**src/rtl/nsfc_pkg.sv**
```systemverilog
// ----------------------------------------------------------------------------
// nsfc_pkg
// Types, character codes and header tables for the NMEA sentence filter.
// ----------------------------------------------------------------------------
package nsfc_pkg;

  // Default sentence length limit, '$' included
  localparam int MAX_LEN_DEF = 128;

  // Sentence types reported in a result
  typedef enum logic [1:0] {
    SENT_NONE  = 2'd0,
    SENT_GNRMC = 2'd1,
    SENT_GPGSA = 2'd2,
    SENT_GNGGA = 2'd3
  } sent_type_t;

  // Characters with a control meaning
  localparam logic [7:0] CH_DOLLAR = 8'h24;
  localparam logic [7:0] CH_CR     = 8'h0D;
  localparam logic [7:0] CH_STAR   = 8'h2A;
  localparam logic [7:0] CH_NUL    = 8'h00;

  localparam int HDR_COUNT = 3;
  localparam int HDR_CHARS = 5;

  // Accepted talker/sentence headers, in type order
  localparam logic [7:0] HDR_NAMES [HDR_COUNT][HDR_CHARS] = '{
    '{8'h47, 8'h4E, 8'h52, 8'h4D, 8'h43},  // GNRMC
    '{8'h47, 8'h50, 8'h47, 8'h53, 8'h41},  // GPGSA
    '{8'h47, 8'h4E, 8'h47, 8'h47, 8'h41}   // GNGGA
  };

  // One input beat as it sits in the input register
  typedef struct packed {
    logic       valid;
    logic [7:0] data;
  } nsfc_beat_t;

  // One result beat
  typedef struct packed {
    sent_type_t sentence_type;
    logic       checksum_ok;
    logic [7:0] computed_sum;
    logic [7:0] received_sum;
    logic       star_found;
  } nsfc_result_t;

  // Hex digit decode: bit 4 set means not a hex digit, low nibble then 0
  function automatic logic [4:0] hex_decode(input logic [7:0] c);
    logic [4:0] v;
    v = 5'h10;
    if (c >= 8'h30 && c <= 8'h39) v = {1'b0, 4'(c - 8'h30)};
    else if (c >= 8'h41 && c <= 8'h46) v = {1'b0, 4'(c - 8'h37)};
    else if (c >= 8'h61 && c <= 8'h66) v = {1'b0, 4'(c - 8'h57)};
    return v;
  endfunction

endpackage

```
**src/rtl/nsfc_in_if.sv**
```systemverilog
// ----------------------------------------------------------------------------
// nsfc_in_if
// Byte stream channel into the filter: valid, ready and the received byte.
// ----------------------------------------------------------------------------
interface nsfc_in_if;
  logic       valid;
  logic       ready;
  logic [7:0] rx_byte;

  modport source (output valid, output rx_byte, input ready);
  modport sink   (input valid, input rx_byte, output ready);
endinterface

```
**src/rtl/nsfc_out_if.sv**
```systemverilog
// ----------------------------------------------------------------------------
// nsfc_out_if
// Result channel out of the filter: one beat per completed sentence.
// ----------------------------------------------------------------------------
interface nsfc_out_if;
  logic       valid;
  logic       ready;
  logic [1:0] sentence_type;
  logic       checksum_ok;
  logic [7:0] computed_sum;
  logic [7:0] received_sum;
  logic       star_found;

  modport source (output valid, output sentence_type, output checksum_ok,
                  output computed_sum, output received_sum, output star_found,
                  input ready);
  modport sink   (input valid, input sentence_type, input checksum_ok,
                  input computed_sum, input received_sum, input star_found,
                  output ready);
endinterface

```
**src/rtl/nsfc_in_stage.sv**
```systemverilog
// ----------------------------------------------------------------------------
// nsfc_in_stage
// Input register: holds one received byte until the parser consumes it.
// ----------------------------------------------------------------------------
module nsfc_in_stage (
  input  logic                clk,
  input  logic                rst_n,
  nsfc_in_if.sink             in_ch,
  input  logic                take,
  output nsfc_pkg::nsfc_beat_t beat
);
  import nsfc_pkg::*;

  logic       valid_r, valid_nxt;
  logic [7:0] data_r,  data_nxt;
  logic       load;

  // Free when empty or being consumed this cycle
  assign in_ch.ready = !valid_r || take;
  assign load        = in_ch.valid && in_ch.ready;

  always_comb begin
    valid_nxt = valid_r;
    data_nxt  = data_r;
    if (load) begin
      valid_nxt = 1'b1;
      data_nxt  = in_ch.rx_byte;
    end else if (take) begin
      valid_nxt = 1'b0;
    end
  end

  always_ff @(posedge clk) begin
    if (!rst_n) begin
      valid_r <= 1'b0;
    end else begin
      valid_r <= valid_nxt;
    end
    data_r <= data_nxt;
  end

  assign beat.valid = valid_r;
  assign beat.data  = data_r;
endmodule

```
**src/rtl/nsfc_parser.sv**
```systemverilog
// ----------------------------------------------------------------------------
// nsfc_parser
// Sentence state: header match, length limit, XOR sum and checksum digits.
// ----------------------------------------------------------------------------
module nsfc_parser #(
  parameter int MAX_LEN = nsfc_pkg::MAX_LEN_DEF
) (
  input  logic                  clk,
  input  logic                  rst_n,
  input  logic                  fire,
  input  logic [7:0]            rx_byte,
  output logic                  res_valid,
  output nsfc_pkg::nsfc_result_t res
);
  import nsfc_pkg::*;

  localparam int PosW = $clog2(MAX_LEN);

  typedef struct packed {
    logic                 in_sentence;
    logic [PosW-1:0]      char_position;
    logic [HDR_COUNT-1:0] header_match;
    sent_type_t           type_code;
    logic [7:0]           running_xor;
    logic                 star_seen;
    logic [1:0]           digits_taken;
    logic [7:0]           digit_value;
    logic                 digit_bad;
    logic                 text_ended;
  } parse_state_t;

  parse_state_t st_r, st_nxt, st_clear, st_rst;

  logic [2:0]           hdr_idx;
  logic                 in_hdr;
  logic [HDR_COUNT-1:0] hm_upd;
  logic [4:0]           hex_d;
  logic [7:0]           recv_sum;
  logic                 hit;

  // State as it stands right after a '$'
  always_comb begin
    st_clear               = '0;
    st_clear.in_sentence   = 1'b1;
    st_clear.char_position = PosW'(1);
    st_clear.header_match  = '1;
    st_clear.type_code     = SENT_NONE;
  end

  // State right after reset: idle, all headers still possible
  always_comb begin
    st_rst              = '0;
    st_rst.header_match = '1;
    st_rst.type_code    = SENT_NONE;
  end

  // Header compare against all candidates at the current position
  assign in_hdr  = (st_r.char_position >= PosW'(1)) && (st_r.char_position <= PosW'(5));
  assign hdr_idx = st_r.char_position[2:0] - 3'd1;

  always_comb begin
    hm_upd = st_r.header_match;
    if (in_hdr) begin
      for (int k = 0; k < HDR_COUNT; k++) begin
        if (HDR_NAMES[k][hdr_idx] != rx_byte) hm_upd[k] = 1'b0;
      end
    end
  end

  assign hex_d = hex_decode(rx_byte);

  // Received sum, missing digits count as zero
  always_comb begin
    case (st_r.digits_taken)
      2'd0:    recv_sum = 8'h00;
      2'd1:    recv_sum = {st_r.digit_value[3:0], 4'h0};
      default: recv_sum = st_r.digit_value;
    endcase
    if (!st_r.star_seen) recv_sum = 8'h00;
  end

  // Next state for the byte being consumed
  always_comb begin
    st_nxt = st_r;
    hit    = 1'b0;
    if (fire) begin
      if (rx_byte == CH_DOLLAR) begin
        st_nxt = st_clear;
      end else if (st_r.in_sentence) begin
        st_nxt.header_match = hm_upd;
        if (in_hdr && st_r.char_position == PosW'(5) && hm_upd == '0) begin
          // Unknown header
          st_nxt.in_sentence = 1'b0;
        end else if (st_r.char_position >= PosW'(MAX_LEN - 1)) begin
          // Overlong sentence
          st_nxt.in_sentence = 1'b0;
        end else begin
          if (in_hdr && st_r.char_position == PosW'(5)) begin
            if (hm_upd[0])      st_nxt.type_code = SENT_GNRMC;
            else if (hm_upd[1]) st_nxt.type_code = SENT_GPGSA;
            else                st_nxt.type_code = SENT_GNGGA;
          end
          if (rx_byte == CH_CR) begin
            hit                = 1'b1;
            st_nxt.in_sentence = 1'b0;
          end else begin
            if (!st_r.text_ended) begin
              if (rx_byte == CH_NUL) begin
                st_nxt.text_ended = 1'b1;
              end else if (!st_r.star_seen) begin
                if (rx_byte == CH_STAR) st_nxt.star_seen = 1'b1;
                else st_nxt.running_xor = st_r.running_xor ^ rx_byte;
              end else if (st_r.digits_taken != 2'd2) begin
                if (hex_d[4]) st_nxt.digit_bad = 1'b1;
                st_nxt.digit_value  = {st_r.digit_value[3:0], hex_d[3:0]};
                st_nxt.digits_taken = st_r.digits_taken + 2'd1;
              end
            end
            st_nxt.char_position = st_r.char_position + PosW'(1);
          end
        end
      end
    end
  end

  always_ff @(posedge clk) begin
    if (!rst_n) begin
      st_r <= st_rst;
    end else begin
      st_r <= st_nxt;
    end
  end

  // Result fields come from the state before the carriage return
  assign res_valid          = hit;
  assign res.sentence_type  = st_r.type_code;
  assign res.computed_sum   = st_r.running_xor;
  assign res.received_sum   = recv_sum;
  assign res.star_found     = st_r.star_seen;
  assign res.checksum_ok    = st_r.star_seen && (st_r.digits_taken == 2'd2) &&
                              !st_r.digit_bad && (recv_sum == st_r.running_xor);
endmodule

```
**src/rtl/nsfc_out_stage.sv**
```systemverilog
// ----------------------------------------------------------------------------
// nsfc_out_stage
// Result register: holds one result beat until the sink takes it.
// ----------------------------------------------------------------------------
module nsfc_out_stage (
  input  logic                  clk,
  input  logic                  rst_n,
  input  logic                  res_valid,
  input  nsfc_pkg::nsfc_result_t res,
  output logic                  free,
  nsfc_out_if.source            out_ch
);
  import nsfc_pkg::*;

  logic         valid_r, valid_nxt;
  nsfc_result_t res_r,   res_nxt;

  // Room for a new result when empty or draining this cycle
  assign free = !valid_r || out_ch.ready;

  always_comb begin
    valid_nxt = valid_r;
    res_nxt   = res_r;
    if (res_valid) begin
      valid_nxt = 1'b1;
      res_nxt   = res;
    end else if (out_ch.ready) begin
      valid_nxt = 1'b0;
    end
  end

  always_ff @(posedge clk) begin
    if (!rst_n) begin
      valid_r <= 1'b0;
    end else begin
      valid_r <= valid_nxt;
    end
    res_r <= res_nxt;
  end

  assign out_ch.valid         = valid_r;
  assign out_ch.sentence_type = res_r.sentence_type;
  assign out_ch.checksum_ok   = res_r.checksum_ok;
  assign out_ch.computed_sum  = res_r.computed_sum;
  assign out_ch.received_sum  = res_r.received_sum;
  assign out_ch.star_found    = res_r.star_found;
endmodule

```
**src/rtl/nmea_sentence_filter_checksum.sv**
```systemverilog
// ----------------------------------------------------------------------------
// nmea_sentence_filter_checksum
// NMEA 0183 sentence filter: keeps GNRMC, GPGSA and GNGGA sentences and
// checks their XOR checksum, one result per carriage return ending a sentence.
// ----------------------------------------------------------------------------
//  channel   direction  payload                                   beats
//  in_ch     in         rx_byte                                   one per byte
//  out_ch    out        sentence_type, checksum_ok, computed_sum,  one per
//                       received_sum, star_found                   sentence
//
// One byte per cycle sustained while the result register is free; a byte
// is held in the input register; its result, if any, is registered when taken.
// Reset is synchronous on rst_n and leaves both registers empty.
// A stalled result holds the parser; bytes back up into the input register.
// ----------------------------------------------------------------------------
module nmea_sentence_filter_checksum #(
  parameter int MAX_LEN = nsfc_pkg::MAX_LEN_DEF
) (
  input  logic       clk,
  input  logic       rst_n,
  nsfc_in_if.sink    in_ch,
  nsfc_out_if.source out_ch
);
  import nsfc_pkg::*;

  nsfc_beat_t   beat;
  nsfc_result_t res;
  logic         res_valid;
  logic         out_free;
  logic         fire;

  // Consume the held byte whenever the result register can take a result
  assign fire = beat.valid && out_free;

  nsfc_in_stage u_in (
    .clk   (clk),
    .rst_n (rst_n),
    .in_ch (in_ch),
    .take  (fire),
    .beat  (beat)
  );

  nsfc_parser #(
    .MAX_LEN (MAX_LEN)
  ) u_parse (
    .clk       (clk),
    .rst_n     (rst_n),
    .fire      (fire),
    .rx_byte   (beat.data),
    .res_valid (res_valid),
    .res       (res)
  );

  nsfc_out_stage u_out (
    .clk       (clk),
    .rst_n     (rst_n),
    .res_valid (res_valid),
    .res       (res),
    .free      (out_free),
    .out_ch    (out_ch)
  );
endmodule

```
**src/flat_wrapper.sv**
```systemverilog
// flat-port wrapper written by rule: the top's interface ports become plain ports
module nmea_sentence_filter_checksum_flat import nsfc_pkg::*;
#(
  parameter int MAX_LEN = nsfc_pkg::MAX_LEN_DEF
)
  (clk, rst_n, in_ch_valid, in_ch_rx_byte, in_ch_ready, out_ch_valid, out_ch_sentence_type, out_ch_checksum_ok, out_ch_computed_sum, out_ch_received_sum, out_ch_star_found, out_ch_ready);
  nsfc_in_if in_ch_i ();
  nsfc_out_if out_ch_i ();
  input  logic clk;
  input  logic rst_n;
  input wire logic [$bits(in_ch_i.valid)-1:0] in_ch_valid;
  input wire logic [$bits(in_ch_i.rx_byte)-1:0] in_ch_rx_byte;
  output wire logic [$bits(in_ch_i.ready)-1:0] in_ch_ready;
  output wire logic [$bits(out_ch_i.valid)-1:0] out_ch_valid;
  output wire logic [$bits(out_ch_i.sentence_type)-1:0] out_ch_sentence_type;
  output wire logic [$bits(out_ch_i.checksum_ok)-1:0] out_ch_checksum_ok;
  output wire logic [$bits(out_ch_i.computed_sum)-1:0] out_ch_computed_sum;
  output wire logic [$bits(out_ch_i.received_sum)-1:0] out_ch_received_sum;
  output wire logic [$bits(out_ch_i.star_found)-1:0] out_ch_star_found;
  input wire logic [$bits(out_ch_i.ready)-1:0] out_ch_ready;
  assign in_ch_i.valid = in_ch_valid;
  assign in_ch_i.rx_byte = in_ch_rx_byte;
  assign in_ch_ready = in_ch_i.ready;
  assign out_ch_valid = out_ch_i.valid;
  assign out_ch_sentence_type = out_ch_i.sentence_type;
  assign out_ch_checksum_ok = out_ch_i.checksum_ok;
  assign out_ch_computed_sum = out_ch_i.computed_sum;
  assign out_ch_received_sum = out_ch_i.received_sum;
  assign out_ch_star_found = out_ch_i.star_found;
  assign out_ch_i.ready = out_ch_ready;
  nmea_sentence_filter_checksum #(.MAX_LEN(MAX_LEN)) u_core (.clk(clk), .rst_n(rst_n), .in_ch(in_ch_i), .out_ch(out_ch_i));
endmodule
```
**config.mk**
```make
export PLATFORM = sky130hd
export DESIGN_NAME = nmea_sentence_filter_checksum_flat
export DESIGN_NICKNAME = d
export VERILOG_FILES = /design/src/rtl/nsfc_pkg.sv /design/src/rtl/nsfc_in_if.sv /design/src/rtl/nsfc_out_if.sv /design/src/rtl/nsfc_in_stage.sv /design/src/rtl/nsfc_parser.sv /design/src/rtl/nsfc_out_stage.sv /design/src/rtl/nmea_sentence_filter_checksum.sv /design/src/flat_wrapper.sv
export SDC_FILE = /design/constraint.sdc
export NUM_CORES = 1
export LEC_CHECK = 0
export BUFFER_PORTS_ARGS = -buffer_cell sky130_fd_sc_hd__buf_2
export CAP_MARGIN = 40
export CORE_MARGIN = 3
export CORE_UTILIZATION = 55
export DETAILED_ROUTE_END_ITERATION = 10
export PLACE_DENSITY = 0.75
export REMOVE_ABC_BUFFERS = 1
export SLEW_MARGIN = 10
export SYNTH_ARGS = -nofsm -noshare
export SYNTH_HDL_FRONTEND = slang
export SYNTH_HIERARCHICAL = 1
export SYNTH_SLANG_ARGS = --single-unit
```
**constraint.sdc**
```tcl
create_clock -name clk -period 8.5 [get_ports clk]
set_input_delay 2.55 -clock clk [delete_from_list [all_inputs] [get_ports clk]]
set_output_delay 2.55 -clock clk [all_outputs]
set_load 0.1 [all_outputs]
```
==> impl_metrics.py, run 1 <==
metrics = {
    "run_status": {
        "status": "finished, final reports clean",
    },
    "critical_path": {
        "crit_path_end": "in_ch_ready",
        "path_class": "in -> out",
        "r2r_end": "u_core/u_out/out_ch.computed_sum[7]$_DFFE_PP_",
        "reg2reg_from": "u_core/u_parse/st_r[26]$_SDFFE_PN0P_",
        "startpoint_type": "input pin",
        "crit_slowest_cell": "buf_2",
        "reg2reg_depth": 9,
        "cp-end-kind": "output port",
        "crit_path_start": "out_ch_ready",
        "reg2reg_slack_ns": 4.98,
        "cp_max_fo": 12,
        "slowest_delay_ns": 0.42,
        "path_cells": "buf_2 > nand2b_4 > and2_1 > nand2b_4 > buf_2",
        "critPathRequiredTime_ns": 5.95,
        "cp.arrival_ns": 3.73,
    },
    "min_path": {
        "holdCritPathClass": "reg -> reg",
        "min_from": "u_core/u_parse/res[18]$_SDFFE_PN0P_",
        "hold_depth": 0,
    },
    "floorplan": {
        "die_w_um": 84.9,
        "dieArea_um2": 7200,
        "core_um2": 5960,
        "die_y_um": 84.9,
        "fp-row-count": 28,
        "initial_utilization": 0.574,
        "ioPinCount": 34,
    },
    "clocking": {
        "post_cts_buffers": 0,
        "cts_hold_buf": 0,
        "cts-resized-gates": 0,
        "clock-sinks": 64,
        "clk_path_buf_depth": 2,
        "insertion_delay_ns": 0.34,
        "numCtsBuffers": 9,
        "htreeDepth": 3,
        "cts_tree": "done",
        "cts.clk_slew.worst_paths_ns": 0.07,
        "clockRootBuffer": "clkbuf_8",
    },
    "grt": {
        "grt_overflow": 0,
        "antenna_found_initial": 0,
        "grt_max_degree": 19,
        "grt_pass1_wl_um": 11900,
        "grt_use_total": 0.208,
        "grt_pass1_vias": 2530,
    },
    "drt": {
        "firstDrtPassIters": 5,
        "post-route-drc-count": 0,
        "wl_um": 7170,
        "drt_iter0_markers": 168,
        "via_per_inst": 5.93,
        "final_antenna_net_count": 0,
        "wl_per_cell_um": 16.3,
        "num_vias": 2613,
    },
    "synthesis": {
        "synth-seq-area-share": 0.457,
        "synth-edff-count": 28,
        "synthArstFlopShare": 0,
        "syn_area_per_cell_um2": 9.94,
        "syn_inst": 344,
        "synth_cell_types": 56,
        "netlist_area_um2": 3420,
        "synth_seq_cells": 64,
        "yosys_warnings": 6,
        "synthFlopType": "dfxtp_1",
    },
    "sta": {
        "finalSetupViolCount": 0,
        "setup_slack_ns": 2.22,
        "slew_violations": 0,
        "finalCriticalPeriod_ns": 6.28,
        "fin_skew_ns": 0.00659,
        "rsz0062_at_grt": "no",
        "slew-limit-headroom": 0.429,
        "worst_pin_slew_ns": 0.854,
        "setup_tns_ns": 0,
        "finalHoldViolations": 0,
        "max_freq_ghz": 0.159,
        "period_share": 0.739,
    },
    "final_layout": {
        "final_util": 0.624,
        "fillers": 518,
        "area_delta_synth_final_pct": 8.60,
        "antenna_cells": 0,
        "final_nets": 387,
        "drive_above_1_share": 0.167,
        "multi_input_area_um2": 1650,
        "regArea_um2": 1560,
    },
    "placed_design": {
        "io_buffers": 33,
        "finalWeightedCongestion": 0.849,
        "dp_hpwl_um": 5030,
        "pre_cts_ws_ns": 2.23,
    },
    "pwr": {
        "cellPowerDensity_nw_per_um2": 164,
        "power.leakage_nw": 1.41,
        "vdd_drop_max_uv": 99.5,
    },
    "job": {
        "max_cap_viol_count": 0,
    },
}
-- flip-flops by register name (all words and copies together) (netlist names) --
signal	flops
u_core/u_parse/res	11
u_core/u_in/data_r	8
u_core/u_parse/st_r	23
u_core/u_out/out_ch.received_sum	8
u_core/u_out/out_ch.valid	1
u_core/u_out/out_ch.sentence_type	2
u_core/u_out/out_ch.computed_sum	8
u_core/u_out/out_ch.star_found	1
u_core/u_out/out_ch.checksum_ok	1
u_core/u_in/valid_r	1
-- cells in the final DEF, fill, tap and decap left out, types with 9 or more instances in the layout --
cell type and n:
a21oi_1 11, buf_2 33, clkbuf_8 9, dfxtp_1 36, edfxtp_1 28, ha_1 14, inv_1 14, nand2_1 22
nand3_1 13, nor2_1 26, nor2b_1 10, nor3b_1 9, o21ai_0 19, xnor2_1 16
-- worst min path at each step --
| stage | end | slack (ns) |
|---|---|---|
| after global routing | u_core/u_out/out_ch.sentence_type[0]$_DFFE_PP_ | 0.46 |
| final | u_core/u_out/out_ch.sentence_type[0]$_DFFE_PP_ | 0.44 |
| after floorplan | u_core/u_out/out_ch.sentence_type[0]$_DFFE_PP_ | 0.41 |
| after CTS | u_core/u_out/out_ch.sentence_type[0]$_DFFE_PP_ | 0.44 |
| after global placement | u_core/u_out/out_ch.sentence_type[0]$_DFFE_PP_ | 0.42 |
| after detailed placement | u_core/u_out/out_ch.sentence_type[0]$_DFFE_PP_ | 0.42 |
-- power breakdown --
part / leakage (nW) / internal [W] / switching [W]
Combinational: 0.763 / 0.0000101 / 0.0000162
Sequential: 0.552 / 0.000322 / 0.00000688
Clock: 0.0964 / 0.000134 / 0.000120
Total: 1.41 / 0.000466 / 0.000143
-- routing by layer --
layer | GRT usage | vias to the layer above | share of wire
li1 | - | 1269 | -
met1 | 0.255 | 1241 | 0.43
met2 | 0.347 | 89 | 0.50
met3 | 0.0524 | 14 | 0.058
met4 | 0.0935 | 0 | 0.019
met5 | 0 | - | 0
-- synth_stat cells, types with 3 or more instances --
library cell  count  area share
edfxtp_1         28        0.25
and4_1            3      0.0077
nand3_1          13       0.019
o31ai_1           5       0.011
a31oi_1           6       0.011
o21ai_0          19       0.028
nor3b_1           9       0.020
or3_1             3      0.0055
ha_1             14       0.051
nand2b_1          6       0.011
buf_4            12       0.026
nand4_1           5      0.0091
and2_1            6       0.011
nor3_1            5      0.0073
clkbuf_1         14       0.015
inv_1            14       0.015
o2bb2ai_1         4       0.010
and3_1            6       0.011
nor2b_1          10       0.018
a22o_1            5       0.013
xnor2_1          16       0.041
dfxtp_1          36        0.21
nand2_1          22       0.024
nor4b_1           5       0.013
mux2i_1           3      0.0088
nor2_1           26       0.029
a21oi_1          11       0.016
-- cell type report --
class | count | share of cell area
Multi-Input combinational cell | 238 | 0.443
Timing Repair Buffer | 34 | 0.0465
Clock buffer | 10 | 0.0344
Inverter | 14 | 0.0142
Tap cell | 75 | 0.0253
Sequential cell | 64 | 0.420
Clock inverter | 6 | 0.0158
-- cell families after synthesis --
kind of cell               after synthesis  synth area share
and+or+nand+nor                        132             0.227
AOI/OAI and AO/OA                       70             0.141
adders and majority gates               14            0.0512
DFF                                     64             0.457
muxes                                    4            0.0121
buffers and inverters                   42            0.0637
xor gates and xnor gates                18            0.0483
-- worst max-delay path: cells and delay by family --
kind                   cells  cell delay [ns]
buffers and inverters      2             0.50
AND/OR/NAND/NOR            3             0.68
-- metrics by stage --
stage / power (W) / cells / hold WS [ns] / cell area (um^2)
after floorplan: 0.000352 / 316 / 0.408 / 3250
after global placement: 0.000361 / 425 / 0.422 / 3530
after detailed placement: 0.000362 / 425 / 0.423 / 3530
after CTS: 0.000616 / 441 / 0.440 / 3710
after global routing: 0.000633 / 441 / 0.461 / 3710
final: 0.000610 / 441 / 0.438 / 3710
Note: power is estimated with default switching activity, not from simulation.
==> inputs of run 2 (changes only) <==
- CORE_UTILIZATION: 55 -> 53
- PLACE_DENSITY: 0.75 -> 0.76
- clock period: 8.5 -> 5.36 ns (I/O delays scaled with it)
==> impl_metrics.py, run 2 (synthesis gave the netlist of run 1 again) <==
metrics = {
    "placed_design": {
        "io_buffers": 33,
        "finalWeightedCongestion": 0.874,
        "dp_hpwl_um": 5240,
        "pre_cts_ws_ns": 0.968,
    },
    "grt": {
        "grt_pass1_wl_um": 12200,
        "grt_use_total": 0.210,
        "grt_overflow": 0,
        "antenna_found_initial": 0,
        "grt_pass1_vias": 2542,
        "grt_max_degree": 19,
    },
    "final_layout": {
        "largest_register_ffs": 23,
        "antenna_cells": 0,
        "area_delta_synth_final_pct": 9.84,
        "final_nets": 387,
        "top_register": "u_core/u_parse/st_r",
        "final_common_cell": "dfxtp_1",
        "final_cell_mix": "dfxtp_1 (36), buf_2 (33), edfxtp_1 (28), nor2_1 (26), nand2_1 (22)",
        "drive_above_1_share": 0.169,
    },
    "drt": {
        "highest_layer": "met4",
        "wl_per_cell_um": 16.4,
        "final_antenna_net_count": 0,
        "via_per_inst": 5.78,
        "wl_met2_um": 3660,
        "wl_um": 7250,
        "wl_met1_um": 3120,
        "drt_iter0_markers": 244,
        "post-route-drc-count": 0,
        "firstDrtPassIters": 4,
        "wl_met3_um": 296,
        "num_vias": 2547,
    },
    "pwr": {
        "pwr-share-clk": 0.456,
        "switching_share": 0.225,
        "p_sw_w": 0.000233,
        "power.leakage_nw": 1.42,
        "power_frac_seq": 0.504,
        "combPwrFrac": 0.040,
        "vdd_drop_max_uv": 242,
        "power.internal_w": 0.000803,
        "cellPowerDensity_nw_per_um2": 276,
    },
    "floorplan": {
        "die_y_um": 86.3,
        "die_w_um": 86.3,
        "ioPinCount": 34,
        "core_um2": 6100,
        "dieArea_um2": 7450,
        "fp-row-count": 28,
        "initial_utilization": 0.561,
    },
    "clocking": {
        "cts_tree": "done",
        "insertion_delay_ns": 0.35,
        "cts_hold_buf": 0,
        "clockRootBuffer": "clkbuf_8",
        "numCtsBuffers": 9,
        "cts.clk_slew.worst_paths_ns": 0.07,
        "clock-sinks": 64,
        "cts-resized-gates": 0,
        "htreeDepth": 3,
        "post_cts_buffers": 0,
        "clk_path_buf_depth": 2,
    },
    "sta": {
        "worst_pin_slew_ns": 0.775,
        "slew-limit-headroom": 0.482,
        "finalHoldViolations": 0,
        "period_share": 0.819,
        "slew_violations": 0,
        "fin_skew_ns": 0.00972,
        "rsz0062_at_grt": "no",
        "setup_tns_ns": 0,
        "setup_slack_ns": 0.970,
        "max_freq_ghz": 0.228,
        "finalSetupViolCount": 0,
        "finalCriticalPeriod_ns": 4.39,
    },
    "critical_path": {
        "startpoint_type": "input pin",
        "crit_slowest_cell": "buf_2",
        "cp_max_fo": 12,
        "slowest_delay_ns": 0.42,
        "path_cells": "buf_2 > nand2b_4 > and2_1 > nand2b_4 > buf_2",
        "cp-end-kind": "output port",
        "path_class": "in -> out",
        "critPathRequiredTime_ns": 3.75,
        "cp.arrival_ns": 2.78,
        "reg2reg_depth": 9,
    },
    "min_path": {
        "hold_depth": 0,
        "holdCritPathClass": "reg -> reg",
    },
    "run_status": {
        "status": "finished, final reports clean",
    },
    "job": {
        "max_cap_viol_count": 0,
    },
}
## run 2: cell types whose count changed in the layout (fill, tap and decap cells not counted)
cell        change
bufinv_16       +1
clkbuf_1        -1
clkbuf_8        +1
clkinv_2        -3
clkinvlp_4      +2
inv_4           -1
inv_6           +1
## run 2: power by group through the flow
| stage | combinational [W] | clock [W] | sequential [W] |
|---|---|---|---|
| floorplan | 0.0000295 | 0 | 0.000529 |
| global placement | 0.0000400 | 0 | 0.000532 |
| detailed placement | 0.0000411 | 0 | 0.000533 |
| CTS | 0.0000413 | 0.000479 | 0.000522 |
| global route | 0.0000462 | 0.000506 | 0.000523 |
| finish | 0.0000416 | 0.000472 | 0.000522 |
## run 2: path summary, 6_finish.rpt
kind,startpoint,to,slack (ns)
max,out_ch_ready,in_ch_ready,0.97
min,u_core/u_parse/res[19]$_SDFFE_PN0P_,u_core/u_out/out_ch.sentence_type[1]$_DFFE_PP_,0.44
max reg2reg,u_core/u_parse/st_r[26]$_SDFFE_PN0P_,u_core/u_out/out_ch.computed_sum[6]$_DFFE_PP_,1.80
min reg2reg,u_core/u_parse/res[19]$_SDFFE_PN0P_,u_core/u_out/out_ch.sentence_type[1]$_DFFE_PP_,0.44
## run 2: layer usage
metal,GRT usage,up-vias
li1,-,1268
met1,0.254,1213
met2,0.348,55
met3,0.0627,11
met4,0.0864,0
met5,0,-
## run 2: stage by stage
step / hold slack (ns) / instance area [um^2] / std cells / total power (W) / utilization
detailed placement: 0.435 / 3530 / 425 / 0.000574 / 0.579
global placement: 0.419 / 3530 / 425 / 0.000572 / 0.579
finish: 0.443 / 3760 / 441 / 0.00104 / 0.616
floorplan: 0.408 / 3250 / 316 / 0.000559 / -
CTS: 0.452 / 3760 / 441 / 0.00104 / 0.616
global route: 0.467 / 3760 / 441 / 0.00108 / 0.616
## run 2: cell type report
cell class,instances,area [um^2]
Fill cell,516,2340
Multi-Input combinational cell,238,1650
Sequential cell,64,1560
Timing Repair Buffer,34,173
Clock buffer,10,138
Tap cell,75,93.8
Clock inverter,6,91.3
Inverter,14,52.6
## run 2: worst max-delay path: cells and delay by family
| family | cells | cell delay (ns) |
|---|---|---|
| and+or+nand+nor | 3 | 0.68 |
| buffers and inverters | 2 | 0.49 |
